### config.mk
export PLATFORM = sky130hd
export DESIGN_NAME = indexed_list_engine
export DESIGN_NICKNAME = d
export VERILOG_FILES = /design/src/rtl/core/ile_pkg.sv /design/src/rtl/core/ile_ram.sv /design/src/rtl/core/ile_datapath.sv /design/src/rtl/core/ile_ctrl.sv /design/src/rtl/core/indexed_list_engine.sv
export SDC_FILE = /design/constraint.sdc
export NUM_CORES = 2
export LEC_CHECK = 0
export ABC_AREA = 1
export BUFFER_PORTS_ARGS = -buffer_cell sky130_fd_sc_hd__clkbuf_2
export CORE_ASPECT_RATIO = 1.5
export CORE_MARGIN = 3
export CORE_UTILIZATION = 29
export CTS_CLUSTER_DIAMETER = 80
export CTS_CLUSTER_SIZE = 40
export DETAILED_ROUTE_END_ITERATION = 7
export GPL_TIMING_DRIVEN = 1
export PLACE_DENSITY = 0.42
export SKIP_LAST_GASP = 1
export SYNTH_ARGS = -nofsm -noshare
export SYNTH_HDL_FRONTEND = slang
export SYNTH_SLANG_ARGS = --single-unit
### constraint.sdc
create_clock -name clk -period 13.6 [get_ports clk]
set_input_delay 0.68 -clock clk [delete_from_list [all_inputs] [get_ports clk]]
set_output_delay 0.68 -clock clk [all_outputs]
set_load 0.05 [all_outputs]
### src/rtl/core/ile_pkg.sv
// Shared constants, codes and controller/datapath interface types for the list engine.
`timescale 1ns / 1ps

package ile_pkg;

  localparam int CAPACITY_DEF    = 64;
  localparam int VALUE_WIDTH_DEF = 32;

  localparam int OPCODE_W   = 3;
  localparam int POSITION_W = 8;
  localparam int ITEM_W     = 32;
  localparam int RESULT_W   = 32;
  localparam int STATUS_W   = 2;

  localparam logic [OPCODE_W-1:0] OP_READ    = 3'd0;
  localparam logic [OPCODE_W-1:0] OP_INS_HEAD = 3'd1;
  localparam logic [OPCODE_W-1:0] OP_INS_TAIL = 3'd2;
  localparam logic [OPCODE_W-1:0] OP_INS_POS  = 3'd3;
  localparam logic [OPCODE_W-1:0] OP_DELETE   = 3'd4;

  localparam logic [STATUS_W-1:0] ST_DONE    = 2'd0;
  localparam logic [STATUS_W-1:0] ST_BAD_POS = 2'd1;
  localparam logic [STATUS_W-1:0] ST_FULL    = 2'd2;

  // Commands from the controller to the datapath.
  typedef struct packed {
    logic accept;
    logic set_bad;
    logic set_full;
    logic walk_start;
    logic walk_step;
    logic pop_take;
    logic no_walk;
    logic fetched;
    logic link_new;
    logic link_nbr;
    logic unlink;
    logic load_out;
  } ile_cmd_t;

  // Status from the datapath to the controller.
  typedef struct packed {
    logic op_read;
    logic op_insert;
    logic op_delete;
    logic bad_pos;
    logic full;
    logic ins_walk;
    logic walk_done;
    logic out_free;
  } ile_sts_t;

  typedef enum logic [10:0] {
    S_IDLE      = 11'b000_0000_0001,
    S_DECODE    = 11'b000_0000_0010,
    S_ALLOC     = 11'b000_0000_0100,
    S_WALK      = 11'b000_0000_1000,
    S_WALK_STEP = 11'b000_0001_0000,
    S_FETCHED   = 11'b000_0010_0000,
    S_LINK_NEW  = 11'b000_0100_0000,
    S_LINK_NBR  = 11'b000_1000_0000,
    S_UNLINK    = 11'b001_0000_0000,
    S_RESULT    = 11'b010_0000_0000,
    S_SPARE     = 11'b100_0000_0000
  } ile_state_t;

endpackage

### src/rtl/core/ile_ram.sv
// Generic single write port, single read port RAM with registered read data.
`timescale 1ns / 1ps

module ile_ram #(
  parameter int WIDTH = 8,
  parameter int DEPTH = 64
) (
  input  logic                     clk,
  input  logic                     we,
  input  logic [$clog2(DEPTH)-1:0] waddr,
  input  logic [WIDTH-1:0]         wdata,
  input  logic [$clog2(DEPTH)-1:0] raddr,
  output logic [WIDTH-1:0]         rdata
);

  logic [WIDTH-1:0] mem [DEPTH];

  always_ff @(posedge clk) begin
    if (we) begin
      mem[waddr] <= wdata;
    end
    rdata <= mem[raddr];
  end

endmodule

### src/rtl/core/ile_datapath.sv
// Datapath of the list engine: link and value memories, free slot stack, walk and result registers.
`timescale 1ns / 1ps

module ile_datapath import ile_pkg::*; #(
  parameter int CAPACITY    = CAPACITY_DEF,
  parameter int VALUE_WIDTH = VALUE_WIDTH_DEF
) (
  input  logic                         clk,
  input  logic                         rst,
  input  ile_cmd_t                     cmd,
  output ile_sts_t                     sts,
  input  logic [OPCODE_W-1:0]          opcode,
  input  logic signed [POSITION_W-1:0] position,
  input  logic [ITEM_W-1:0]            item_value,
  input  logic                         m_ready,
  output logic                         m_valid,
  output logic [RESULT_W-1:0]          read_value,
  output logic [STATUS_W-1:0]          status
);

  localparam int SW = $clog2(CAPACITY);
  localparam int LW = $clog2(CAPACITY + 1);
  localparam int CW = ((LW > POSITION_W) ? LW : POSITION_W) + 1;
  localparam logic [LW-1:0]        NIL     = LW'(CAPACITY);
  localparam logic signed [CW-1:0] NEG_ONE = '1;

  logic [OPCODE_W-1:0]          op;
  logic signed [POSITION_W-1:0] pos;
  logic [ITEM_W-1:0]            item;

  logic [LW-1:0] first_slot, last_slot, length, fresh, stack_cnt;
  logic [LW-1:0] cur, cnt, prev_slot, next_slot;
  logic [SW-1:0] new_slot;
  logic [RESULT_W-1:0] res_value;
  logic [STATUS_W-1:0] res_status;

  logic [VALUE_WIDTH-1:0] val_rdata;
  logic [LW-1:0]          fwd_rdata, bwd_rdata;
  logic [SW-1:0]          stk_rdata;

  logic                   fwd_we, bwd_we, val_we, stk_we;
  logic [SW-1:0]          fwd_waddr, bwd_waddr;
  logic [LW-1:0]          fwd_wdata, bwd_wdata;
  logic signed [CW-1:0]   pos_x, len_x;
  logic                   in_list, prev_is_slot, next_is_slot;
  logic [LW-1:0]          tgt;
  logic signed [VALUE_WIDTH-1:0] val_signed;

  assign pos_x   = CW'(pos);
  assign len_x   = CW'(length);
  assign in_list = (pos_x >= 0) && (pos_x < len_x);

  assign prev_is_slot = prev_slot < NIL;
  assign next_is_slot = next_slot < NIL;

  always_comb begin
    sts.op_read   = (op == OP_READ);
    sts.op_insert = (op == OP_INS_HEAD) || (op == OP_INS_TAIL) || (op == OP_INS_POS);
    sts.op_delete = (op == OP_DELETE);
    case (op)
      OP_READ, OP_DELETE: sts.bad_pos = !in_list;
      OP_INS_POS:         sts.bad_pos = (pos_x < NEG_ONE) || (pos_x > len_x);
      default:            sts.bad_pos = 1'b0;
    endcase
    case (op)
      OP_INS_HEAD: tgt = '0;
      OP_INS_TAIL: tgt = length;
      OP_INS_POS:  tgt = (pos_x < 0) ? '0 : LW'(pos_x);
      default:     tgt = LW'(pos_x);
    endcase
    sts.full      = (stack_cnt == '0) && (fresh == NIL);
    sts.ins_walk  = tgt < length;
    sts.walk_done = cnt == tgt;
    sts.out_free  = !m_valid || m_ready;
  end

  // Link memory write steering: a new node's own links first, then its neighbours.
  always_comb begin
    val_we    = cmd.link_new;
    fwd_we    = cmd.link_new || ((cmd.link_nbr || cmd.unlink) && prev_is_slot);
    bwd_we    = cmd.link_new || ((cmd.link_nbr || cmd.unlink) && next_is_slot);
    fwd_waddr = cmd.link_new ? new_slot : SW'(prev_slot);
    bwd_waddr = cmd.link_new ? new_slot : SW'(next_slot);
    if (cmd.link_new) begin
      fwd_wdata = next_slot;
      bwd_wdata = prev_slot;
    end else if (cmd.link_nbr) begin
      fwd_wdata = LW'(new_slot);
      bwd_wdata = LW'(new_slot);
    end else begin
      fwd_wdata = next_slot;
      bwd_wdata = prev_slot;
    end
    stk_we = cmd.unlink;
  end

  ile_ram #(.WIDTH(VALUE_WIDTH), .DEPTH(CAPACITY)) u_val_ram (
    .clk   (clk),
    .we    (val_we),
    .waddr (new_slot),
    .wdata (VALUE_WIDTH'(item)),
    .raddr (SW'(cur)),
    .rdata (val_rdata)
  );

  ile_ram #(.WIDTH(LW), .DEPTH(CAPACITY)) u_fwd_ram (
    .clk   (clk),
    .we    (fwd_we),
    .waddr (fwd_waddr),
    .wdata (fwd_wdata),
    .raddr (SW'(cur)),
    .rdata (fwd_rdata)
  );

  ile_ram #(.WIDTH(LW), .DEPTH(CAPACITY)) u_bwd_ram (
    .clk   (clk),
    .we    (bwd_we),
    .waddr (bwd_waddr),
    .wdata (bwd_wdata),
    .raddr (SW'(cur)),
    .rdata (bwd_rdata)
  );

  // Stack of released slots; slots never used yet come from the fresh counter instead.
  ile_ram #(.WIDTH(SW), .DEPTH(CAPACITY)) u_stk_ram (
    .clk   (clk),
    .we    (stk_we),
    .waddr (SW'(stack_cnt)),
    .wdata (SW'(cur)),
    .raddr (SW'(stack_cnt - LW'(1))),
    .rdata (stk_rdata)
  );

  assign val_signed = val_rdata;

  always_ff @(posedge clk) begin
    if (rst) begin
      first_slot <= NIL;
      last_slot  <= NIL;
      length     <= '0;
      fresh      <= '0;
      stack_cnt  <= '0;
      m_valid    <= 1'b0;
    end else begin
      if (cmd.pop_take) begin
        if (stack_cnt == '0) begin
          fresh <= fresh + LW'(1);
        end else begin
          stack_cnt <= stack_cnt - LW'(1);
        end
      end
      if (cmd.link_nbr) begin
        if (!prev_is_slot) begin
          first_slot <= LW'(new_slot);
        end
        if (!next_is_slot) begin
          last_slot <= LW'(new_slot);
        end
        length <= length + LW'(1);
      end
      if (cmd.unlink) begin
        if (!prev_is_slot) begin
          first_slot <= next_slot;
        end
        if (!next_is_slot) begin
          last_slot <= prev_slot;
        end
        length    <= length - LW'(1);
        stack_cnt <= stack_cnt + LW'(1);
      end
      if (cmd.load_out) begin
        m_valid <= 1'b1;
      end else if (m_ready) begin
        m_valid <= 1'b0;
      end
    end
  end

  always_ff @(posedge clk) begin
    if (cmd.accept) begin
      op         <= opcode;
      pos        <= position;
      item       <= item_value;
      res_value  <= '0;
      res_status <= ST_DONE;
    end
    if (cmd.set_bad) begin
      res_status <= ST_BAD_POS;
      res_value  <= sts.op_read ? '1 : '0;
    end
    if (cmd.set_full) begin
      res_status <= ST_FULL;
    end
    if (cmd.pop_take) begin
      new_slot <= (stack_cnt == '0) ? SW'(fresh) : stk_rdata;
    end
    if (cmd.walk_start) begin
      cur <= first_slot;
      cnt <= '0;
    end
    if (cmd.walk_step) begin
      cur <= fwd_rdata;
      cnt <= cnt + LW'(1);
    end
    if (cmd.no_walk) begin
      next_slot <= NIL;
      prev_slot <= last_slot;
    end
    if (cmd.fetched) begin
      prev_slot <= bwd_rdata;
      next_slot <= sts.op_delete ? fwd_rdata : cur;
      if (sts.op_read) begin
        res_value <= RESULT_W'(64'(val_signed));
      end
    end
    if (cmd.load_out) begin
      read_value <= res_value;
      status     <= res_status;
    end
  end

endmodule

### src/rtl/core/ile_ctrl.sv
// Controller state machine of the list engine: sequences decode, allocation, walk and relinking.
`timescale 1ns / 1ps

module ile_ctrl import ile_pkg::*; (
  input  logic     clk,
  input  logic     rst,
  input  logic     s_valid,
  output logic     s_ready,
  input  ile_sts_t sts,
  output ile_cmd_t cmd
);

  ile_state_t state, state_next;

  always_comb begin
    state_next = state;
    cmd        = '0;
    s_ready    = 1'b0;
    case (state)
      S_IDLE: begin
        s_ready    = 1'b1;
        cmd.accept = s_valid;
        if (s_valid) begin
          state_next = S_DECODE;
        end
      end
      S_DECODE: begin
        if (sts.op_read || sts.op_delete) begin
          if (sts.bad_pos) begin
            cmd.set_bad = 1'b1;
            state_next  = S_RESULT;
          end else begin
            cmd.walk_start = 1'b1;
            state_next     = S_WALK;
          end
        end else if (sts.op_insert) begin
          if (sts.bad_pos) begin
            cmd.set_bad = 1'b1;
            state_next  = S_RESULT;
          end else if (sts.full) begin
            cmd.set_full = 1'b1;
            state_next   = S_RESULT;
          end else begin
            state_next = S_ALLOC;
          end
        end else begin
          state_next = S_RESULT;
        end
      end
      S_ALLOC: begin
        cmd.pop_take = 1'b1;
        if (sts.ins_walk) begin
          cmd.walk_start = 1'b1;
          state_next     = S_WALK;
        end else begin
          cmd.no_walk = 1'b1;
          state_next  = S_LINK_NEW;
        end
      end
      S_WALK: begin
        state_next = sts.walk_done ? S_FETCHED : S_WALK_STEP;
      end
      S_WALK_STEP: begin
        cmd.walk_step = 1'b1;
        state_next    = S_WALK;
      end
      S_FETCHED: begin
        cmd.fetched = 1'b1;
        if (sts.op_read) begin
          state_next = S_RESULT;
        end else if (sts.op_insert) begin
          state_next = S_LINK_NEW;
        end else begin
          state_next = S_UNLINK;
        end
      end
      S_LINK_NEW: begin
        cmd.link_new = 1'b1;
        state_next   = S_LINK_NBR;
      end
      S_LINK_NBR: begin
        cmd.link_nbr = 1'b1;
        state_next   = S_RESULT;
      end
      S_UNLINK: begin
        cmd.unlink = 1'b1;
        state_next = S_RESULT;
      end
      S_RESULT: begin
        if (sts.out_free) begin
          cmd.load_out = 1'b1;
          state_next   = S_IDLE;
        end
      end
      default: begin
        state_next = S_IDLE;
      end
    endcase
  end

  always_ff @(posedge clk) begin
    if (rst) begin
      state <= S_IDLE;
    end else begin
      state <= state_next;
    end
  end

endmodule

### src/rtl/core/indexed_list_engine.sv
// Top level of the indexed list engine: a doubly linked list of values in a slot memory.
//
//  channel  | dir | tdata fields (low bit up)                      | tuser/tlast
//  s_axis   | in  | opcode[2:0] position[10:3] item_value[42:11]   | none
//  m_axis   | out | read_value[31:0] status[33:32]                 | none
//
// A read, a delete and a walking insert walk from the head to the list position, each
// forward link taking a registered read and then a cursor move; a tail insert and a
// refused request do not walk.
// Reset is synchronous; the slot memories need no clearing pass, so a request is taken
// in the cycle after reset. The result waits in an output register, and the next request
// is taken while it is still stalled on the master side.
`timescale 1ns / 1ps

module indexed_list_engine import ile_pkg::*; #(
  parameter int CAPACITY    = CAPACITY_DEF,
  parameter int VALUE_WIDTH = VALUE_WIDTH_DEF
) (
  input  logic        clk,
  input  logic        rst,
  input  logic        s_tvalid,
  output logic        s_tready,
  input  logic [47:0] s_tdata,   // opcode, position, item_value, zero pad
  output logic        m_tvalid,
  input  logic        m_tready,
  output logic [39:0] m_tdata    // read_value, status, zero pad
);

  ile_cmd_t cmd;
  ile_sts_t sts;
  logic [RESULT_W-1:0] read_value;
  logic [STATUS_W-1:0] status;

  ile_ctrl u_ctrl (
    .clk     (clk),
    .rst     (rst),
    .s_valid (s_tvalid),
    .s_ready (s_tready),
    .sts     (sts),
    .cmd     (cmd)
  );

  ile_datapath #(
    .CAPACITY    (CAPACITY),
    .VALUE_WIDTH (VALUE_WIDTH)
  ) u_dp (
    .clk        (clk),
    .rst        (rst),
    .cmd        (cmd),
    .sts        (sts),
    .opcode     (s_tdata[2:0]),
    .position   (s_tdata[10:3]),
    .item_value (s_tdata[42:11]),
    .m_ready    (m_tready),
    .m_valid    (m_tvalid),
    .read_value (read_value),
    .status     (status)
  );

  assign m_tdata = {6'b0, status, read_value};

endmodule

**After elaboration in Yosys (flattened, before gate mapping)**

Memory sizes are Yosys's and may differ from the RTL's. A register that Yosys moved wholly into a read port is not among the register bits.
Index checks and enable logic that the tools add are counted.

- Bits of input ports: 52
- Flip-flop bits (word level): 192
- Memory bits (writable): 3,328
- Word-level logic and storage cells: 166
- Output and inout port bits: 42
- Memories kept: 4

Memory list:

| name | depth | bits a word | rd ports | clocked after memory_dff | write ports | line | text |
|---|---|---|---|---|---|---|---|
| u_dp.u_val_ram.mem | 64 | 32 | 1 | 1 | 1 | ile_ram.sv:16 | `logic [WIDTH-1:0] mem [DEPTH];` |
| u_dp.u_bwd_ram.mem | 64 | 7 | 1 | 1 | 1 | ile_ram.sv:16 |  |
| u_dp.u_fwd_ram.mem | 64 | 7 | 1 | 1 | 1 | ile_ram.sv:16 |  |
| u_dp.u_stk_ram.mem | 64 | 6 | 1 | 1 | 1 | ile_ram.sv:16 |  |

- Multiplexer cells: 83
- Reductions and logical operators: 27
- Add/sub/neg operators: 6
- Magnitude comparators: 8
- Equal/unequal tests: 19

Operators by type and width:

| operator | count |
|---|---|
| $mux W7 | 28 |
| $mux W32 | 5 |
| $pmux W11 S9 | 1 |
| $mux W11 | 5 |
| $mux W10 | 3 |
| $add A7 B1 Y7 const B | 4 |
| $mux W1 | 28 |
| $mux W6 | 4 |
| $pmux W7 S3 | 1 |
| $lt A8 B1 Y1 const B | 2 |
| $lt A7 B7 Y1 const B | 2 |
| $sub A7 B1 Y7 const B | 2 |
| $reduce_bool A2 Y1 | 6 |
| $eq A11 B1 Y1 const B | 1 |
| $eq A11 B10 Y1 const B | 1 |
| $eq A11 B2 Y1 const B | 1 |
| $eq A11 B3 Y1 const B | 1 |
| $eq A11 B4 Y1 const B | 1 |
| $eq A11 B5 Y1 const B | 1 |
| $eq A11 B6 Y1 const B | 1 |
| $eq A11 B7 Y1 const B | 1 |
| $eq A11 B8 Y1 const B | 1 |
| $eq A11 B9 Y1 const B | 1 |
| $mux W2 | 5 |
| other kinds (20) | 37 |

**Logic depth before layout (Yosys ltp)**

- Depth after elaboration: 11
- Gate-level depth with buffers: 18
- Depth with buffers taken out: 17

**By module**

From an unflattened synthesis, not the netlist that was laid out.

- Cell total of the unflattened synthesis: 12,313
- Area total of the unflattened synthesis: 144,648.7 um^2

By module, submodules not included:

| module | sequential area each (um^2) | cells each | instances | area each (um^2) |
|---|---|---|---|---|
| ile_ram at u_dp.u_val_ram | 62,139.6 | 6,769 | 1 | 82,738.1 |
| ile_ram at u_dp.u_bwd_ram ... | 13,593.0 | 1,590 | 2 | 18,545.3 |
| ile_ram at u_dp.u_stk_ram | 11,651.2 | 1,376 | 1 | 15,930.3 |
| ile_datapath | 4,734.5 | 857 | 1 | 8,092.8 |
| ile_ctrl | 200.2 | 124 | 1 | 748.2 |
| indexed_list_engine | 0.0 | 7 | 1 | 48.8 |

**Worst setup path after synthesis**

No wires, ideal clock.

- Kind: reg2reg
- From: reg u_ctrl.state[4]
- To: reg u_dp.read_value[0], enable pin
- Library setup time: 511 ps
- Stages on the path, launching flop included: 6
- Buffers on the path: 0
- Slack: 8,958 ps
- Clock period less this slack: 4,642 ps
- Data required time: 13,089 ps
- Data arrival time: 4,131 ps
- Cell sequence: dfxtp_1 > nor2_2 > nand2_1 > nor2_1 > inv_1 > nor4_1

RTL lines:

| what | line | text |
|---|---|---|
| from (decl) | ile_ctrl.sv:13 | `ile_state_t state, state_next;` |
| from (signal assigned) | ile_ctrl.sv:105 | `state <= state_next;` |
| to (signal assigned) | ile_datapath.sv:217 | `read_value <= res_value;` |
| to (decl) | ile_datapath.sv:17 | `output logic [RESULT_W-1:0] read_value,` |

==> flow_metrics.env <==
export IMPL_final_hold_viol_count=0
export IMPL_yosys_top_cells_area="edfxtp_1, o21ai_0, nor2_1, o22ai_1, nand3_1"
export IMPL_clockPowerShare_pct=32.4
export IMPL_grt_max_degree=186
export IMPL_overflow=0
export IMPL_synth_warnings=0
export IMPL_placed_cells=17000
export IMPL_critPathKind="reg -> reg"
export IMPL_clk_pin_slew_worst_paths_ns=0.13
export IMPL_p_sw_share_pct=21.6
export IMPL_async_flop_share_pct=0
export IMPL_wl_met3_um=17400
export IMPL_finalCriticalPeriod_ns=4.95
export IMPL_dp_hpwl_um=249000
export IMPL_start_kind="flip-flop"
export IMPL_num_rows=312
export IMPL_vias=88100
export IMPL_synth_edf_count=3439
export IMPL_synth_cell_area_um2=141000
export IMPL_hold_path_startpoint="s_tdata[39]"
export IMPL_met1_length_um=184000
export IMPL_cts_setup_buffers=0
export IMPL_rsz0062_at_grt="no"
export IMPL_cap_violations=0
export IMPL_seq_area_um2=106000
export IMPL_viasPerCell=5.09
export IMPL_drv_slew=0
export IMPL_instances_no_fill=17300
export IMPL_rr_startpoint="u_dp.cur[1]"
export IMPL_netlist_area_leader_share_pct=73.3
export IMPL_cpPeakStageDelay_ns=0.80
export IMPL_drt_iter0_drc=7722
export IMPL_cts_made_buffers=142
export IMPL_setup_tns_final_ns=0
export IMPL_area_growth_synth_to_final_pct=9.48
export IMPL_drt_wl_total_um=439000
export IMPL_port_buffers=82
export IMPL_cp_max_fo=64
export IMPL_layout_setup_ws_ns=8.65
export IMPL_critPathBufInv=5
export IMPL_coreArea_um2=483000
export IMPL_grt_pass1_vias=86200
export IMPL_top_layer_used="met5"
export IMPL_critPathSlowestCell="buf_4"
export IMPL_p_total_mw=18.2
export IMPL_cpLargestDelayFamily="buffers and inverters"
export IMPL_n_fill_cell=47900
export IMPL_die_w_um=575
export IMPL_cts_sinks=3571
export IMPL_cts_tree="yes"
export IMPL_endpoint_kind="flip-flop"
export IMPL_crit_start="u_dp.cur[1]"
export IMPL_cp_required_ns=14.46
export IMPL_power_frac_comb_pct=1.5
export IMPL_fin_nets=10800
export IMPL_die_h_um=859
export IMPL_arrival_ns=5.81
export IMPL_io_pins=94
export IMPL_ys_ff_latch=3571
export IMPL_antenna_found_initial=13
export IMPL_start_util_pct=29.2
export IMPL_root_buffer="clkbuf_16"
export IMPL_wl_met2_um=226000
export IMPL_ys_flop_type="edfxtp_1"
export IMPL_dieArea_um2=494000
export IMPL_synth_area_leader_cell="edfxtp_1"
export IMPL_relSlewSlack_pct=22.3
export IMPL_power_density_nw_per_um2=118
export IMPL_path_cells="buf_4 -> buf_4 -> buf_4 -> buf_4 -> buf_4 -> o21ai_0 -> o22ai_1 -> nand2_1 -> nand3_1 -> nand3_1 -> nand3_1 -> and2_1"
export IMPL_ys_types=54
export IMPL_syn_inst=11000
export IMPL_grt_pass1_wl_um=627000
export IMPL_ant_nets=0
export IMPL_internal_power_mw=14.3
export IMPL_cp_common_cell="buf_4"
export IMPL_track_usage_pct=17.1
export IMPL_pre_cts_ws_ns=8.53
export IMPL_worstMarginPinSlew_ns=1.17
export IMPL_worstHoldPathType="in -> reg"
export IMPL_fmax_mhz=202
export IMPL_status="completed"
export IMPL_setup_viol=0
export IMPL_postPlaceCellArea_um2=149000
export IMPL_clock_latency_ns=0.93
export IMPL_multi_input_area_um2=32000
export IMPL_ys_seq_area_share_pct=75.2
export IMPL_final_util_pct=31.9
export IMPL_power_frac_seq_pct=66.1
export IMPL_final_cell_area_um2=154000
export IMPL_leakage_nw=47.8
export IMPL_post_route_period_util_pct=36.4
export IMPL_gp_congestion=0.785
export IMPL_clockBufferDepth=4
export IMPL_wire_per_inst_um=25.4
export IMPL_net_switching_power_mw=3.93
export IMPL_fin_skew_ns=0.0902
export IMPL_final_common_cell="edfxtp_1"
export IMPL_drc=0
export IMPL_hold_slack_ns=0.0533
export IMPL_dr_pass1_iters=6
export IMPL_postSynthAreaPerCell_um2=12.8
export IMPL_final_layout_size_suffix_gt1_share_pct=6.41
export IMPL_peakVddDrop_mv=0.0943
export IMPL_htreeDepth=4
export IMPL_final_cell_mix="edfxtp_1, nor2_1, o21ai_0"
## flip-flops by register name (all words and copies together) (netlist names), 10 cells and up, named ones only
name	flops
u_ctrl.state	10
u_dp.u_bwd_ram.mem	448
u_dp.u_fwd_ram.mem	448
u_dp.u_stk_ram.mem	384
u_dp.u_val_ram.rdata	32
u_dp.u_val_ram.mem	2048
u_dp.read_value	32
u_dp.item	32
u_dp.res_value	32
## path summary, 6_finish.rpt
kind / cells past startpoint / end / slack, ns
worst max-delay path: 12 / u_dp.u_val_ram.rdata[12] / 8.65
worst max register to register: 12 / u_dp.u_val_ram.rdata[12] / 8.65
worst min-delay path: 1 / u_dp.item[28] / 0.05
worst min register to register: 0 / u_dp.status[1] / 0.44
## cell type report
cell class | count | area share [%]
clock buffer | 151 | 2.33
timing repair buffer | 342 | 1.71
antenna | 8 | 0.0130
sequential | 3571 | 68.7
multi-input combinational | 6575 | 20.8
tap | 6437 | 5.22
inverter | 131 | 0.347
clock inverter | 91 | 0.883
## logic make-up (layout without fill, tap and decap cells)
| logic type | Yosys count | after routing | synth area share, % |
|---|---|---|---|
| compound gates | 2793 | 2793 | 11.0 |
| buf+inv | 886 | 715 | 2.52 |
| mux | 40 | 40 | 0.284 |
| flops | 3571 | 3571 | 75.2 |
| fa+ha+maj | 24 | 24 | 0.219 |
| simple gates | 3699 | 3699 | 10.7 |
| other cells | 1 | 14 | 0.00266 |
| xor+xnor | 13 | 13 | 0.0809 |
## cells in the mapped netlist (3+ instances only)
master / count
nor2_2: 11
edfxtp_1: 3439
o21ai_2: 7
o211ai_1: 70
nor2_1: 2099
clkinv_1: 8
buf_2: 109
xor2_1: 11
nand4_1: 15
mux2i_1: 40
nand2_2: 21
and2_1: 33
nor3_1: 19
a22oi_1: 10
o21ai_0: 1742
a21oi_1: 107
nand3_4: 5
dfxtp_1: 132
ha_1: 23
o21ai_1: 6
clkbuf_1: 580
nand3_1: 632
buf_4: 11
nand2_1: 830
inv_2: 13
nor4_1: 9
a211oi_1: 3
inv_1: 109
buf_6: 5
o22ai_1: 789
o221ai_1: 25
o32ai_1: 24
buf_1: 50
a31oi_1: 4
or2_1: 12
## what timing repair did
action | 4_1_cts | 5_1_grt
hold endpoints to repair | 31 | 1
gates resized for setup | 0 | 0
hold buffers | 31 | 1
setup endpoints to repair | 0 | 0
## power groups by stage
stage	Combinational (mW)	Sequential (mW)	Clock, mW
3_5_place_dp	0.266	12.3	0
2_1_floorplan	0.0597	12.4	0
5_1_grt	0.293	12.0	6.46
3_3_place_gp	0.255	12.3	0
4_1_cts	0.274	12.0	6.13
6_report	0.268	12.0	5.91
## per-layer routing
layer	up-vias	global-route usage, %
li1	39900	-
met1	45700	21.9
met2	2115	30.9
met3	422	1.46
met4	2	4.32
met5	-	0
No activity file was read; power rests on OpenSTA's default activity.
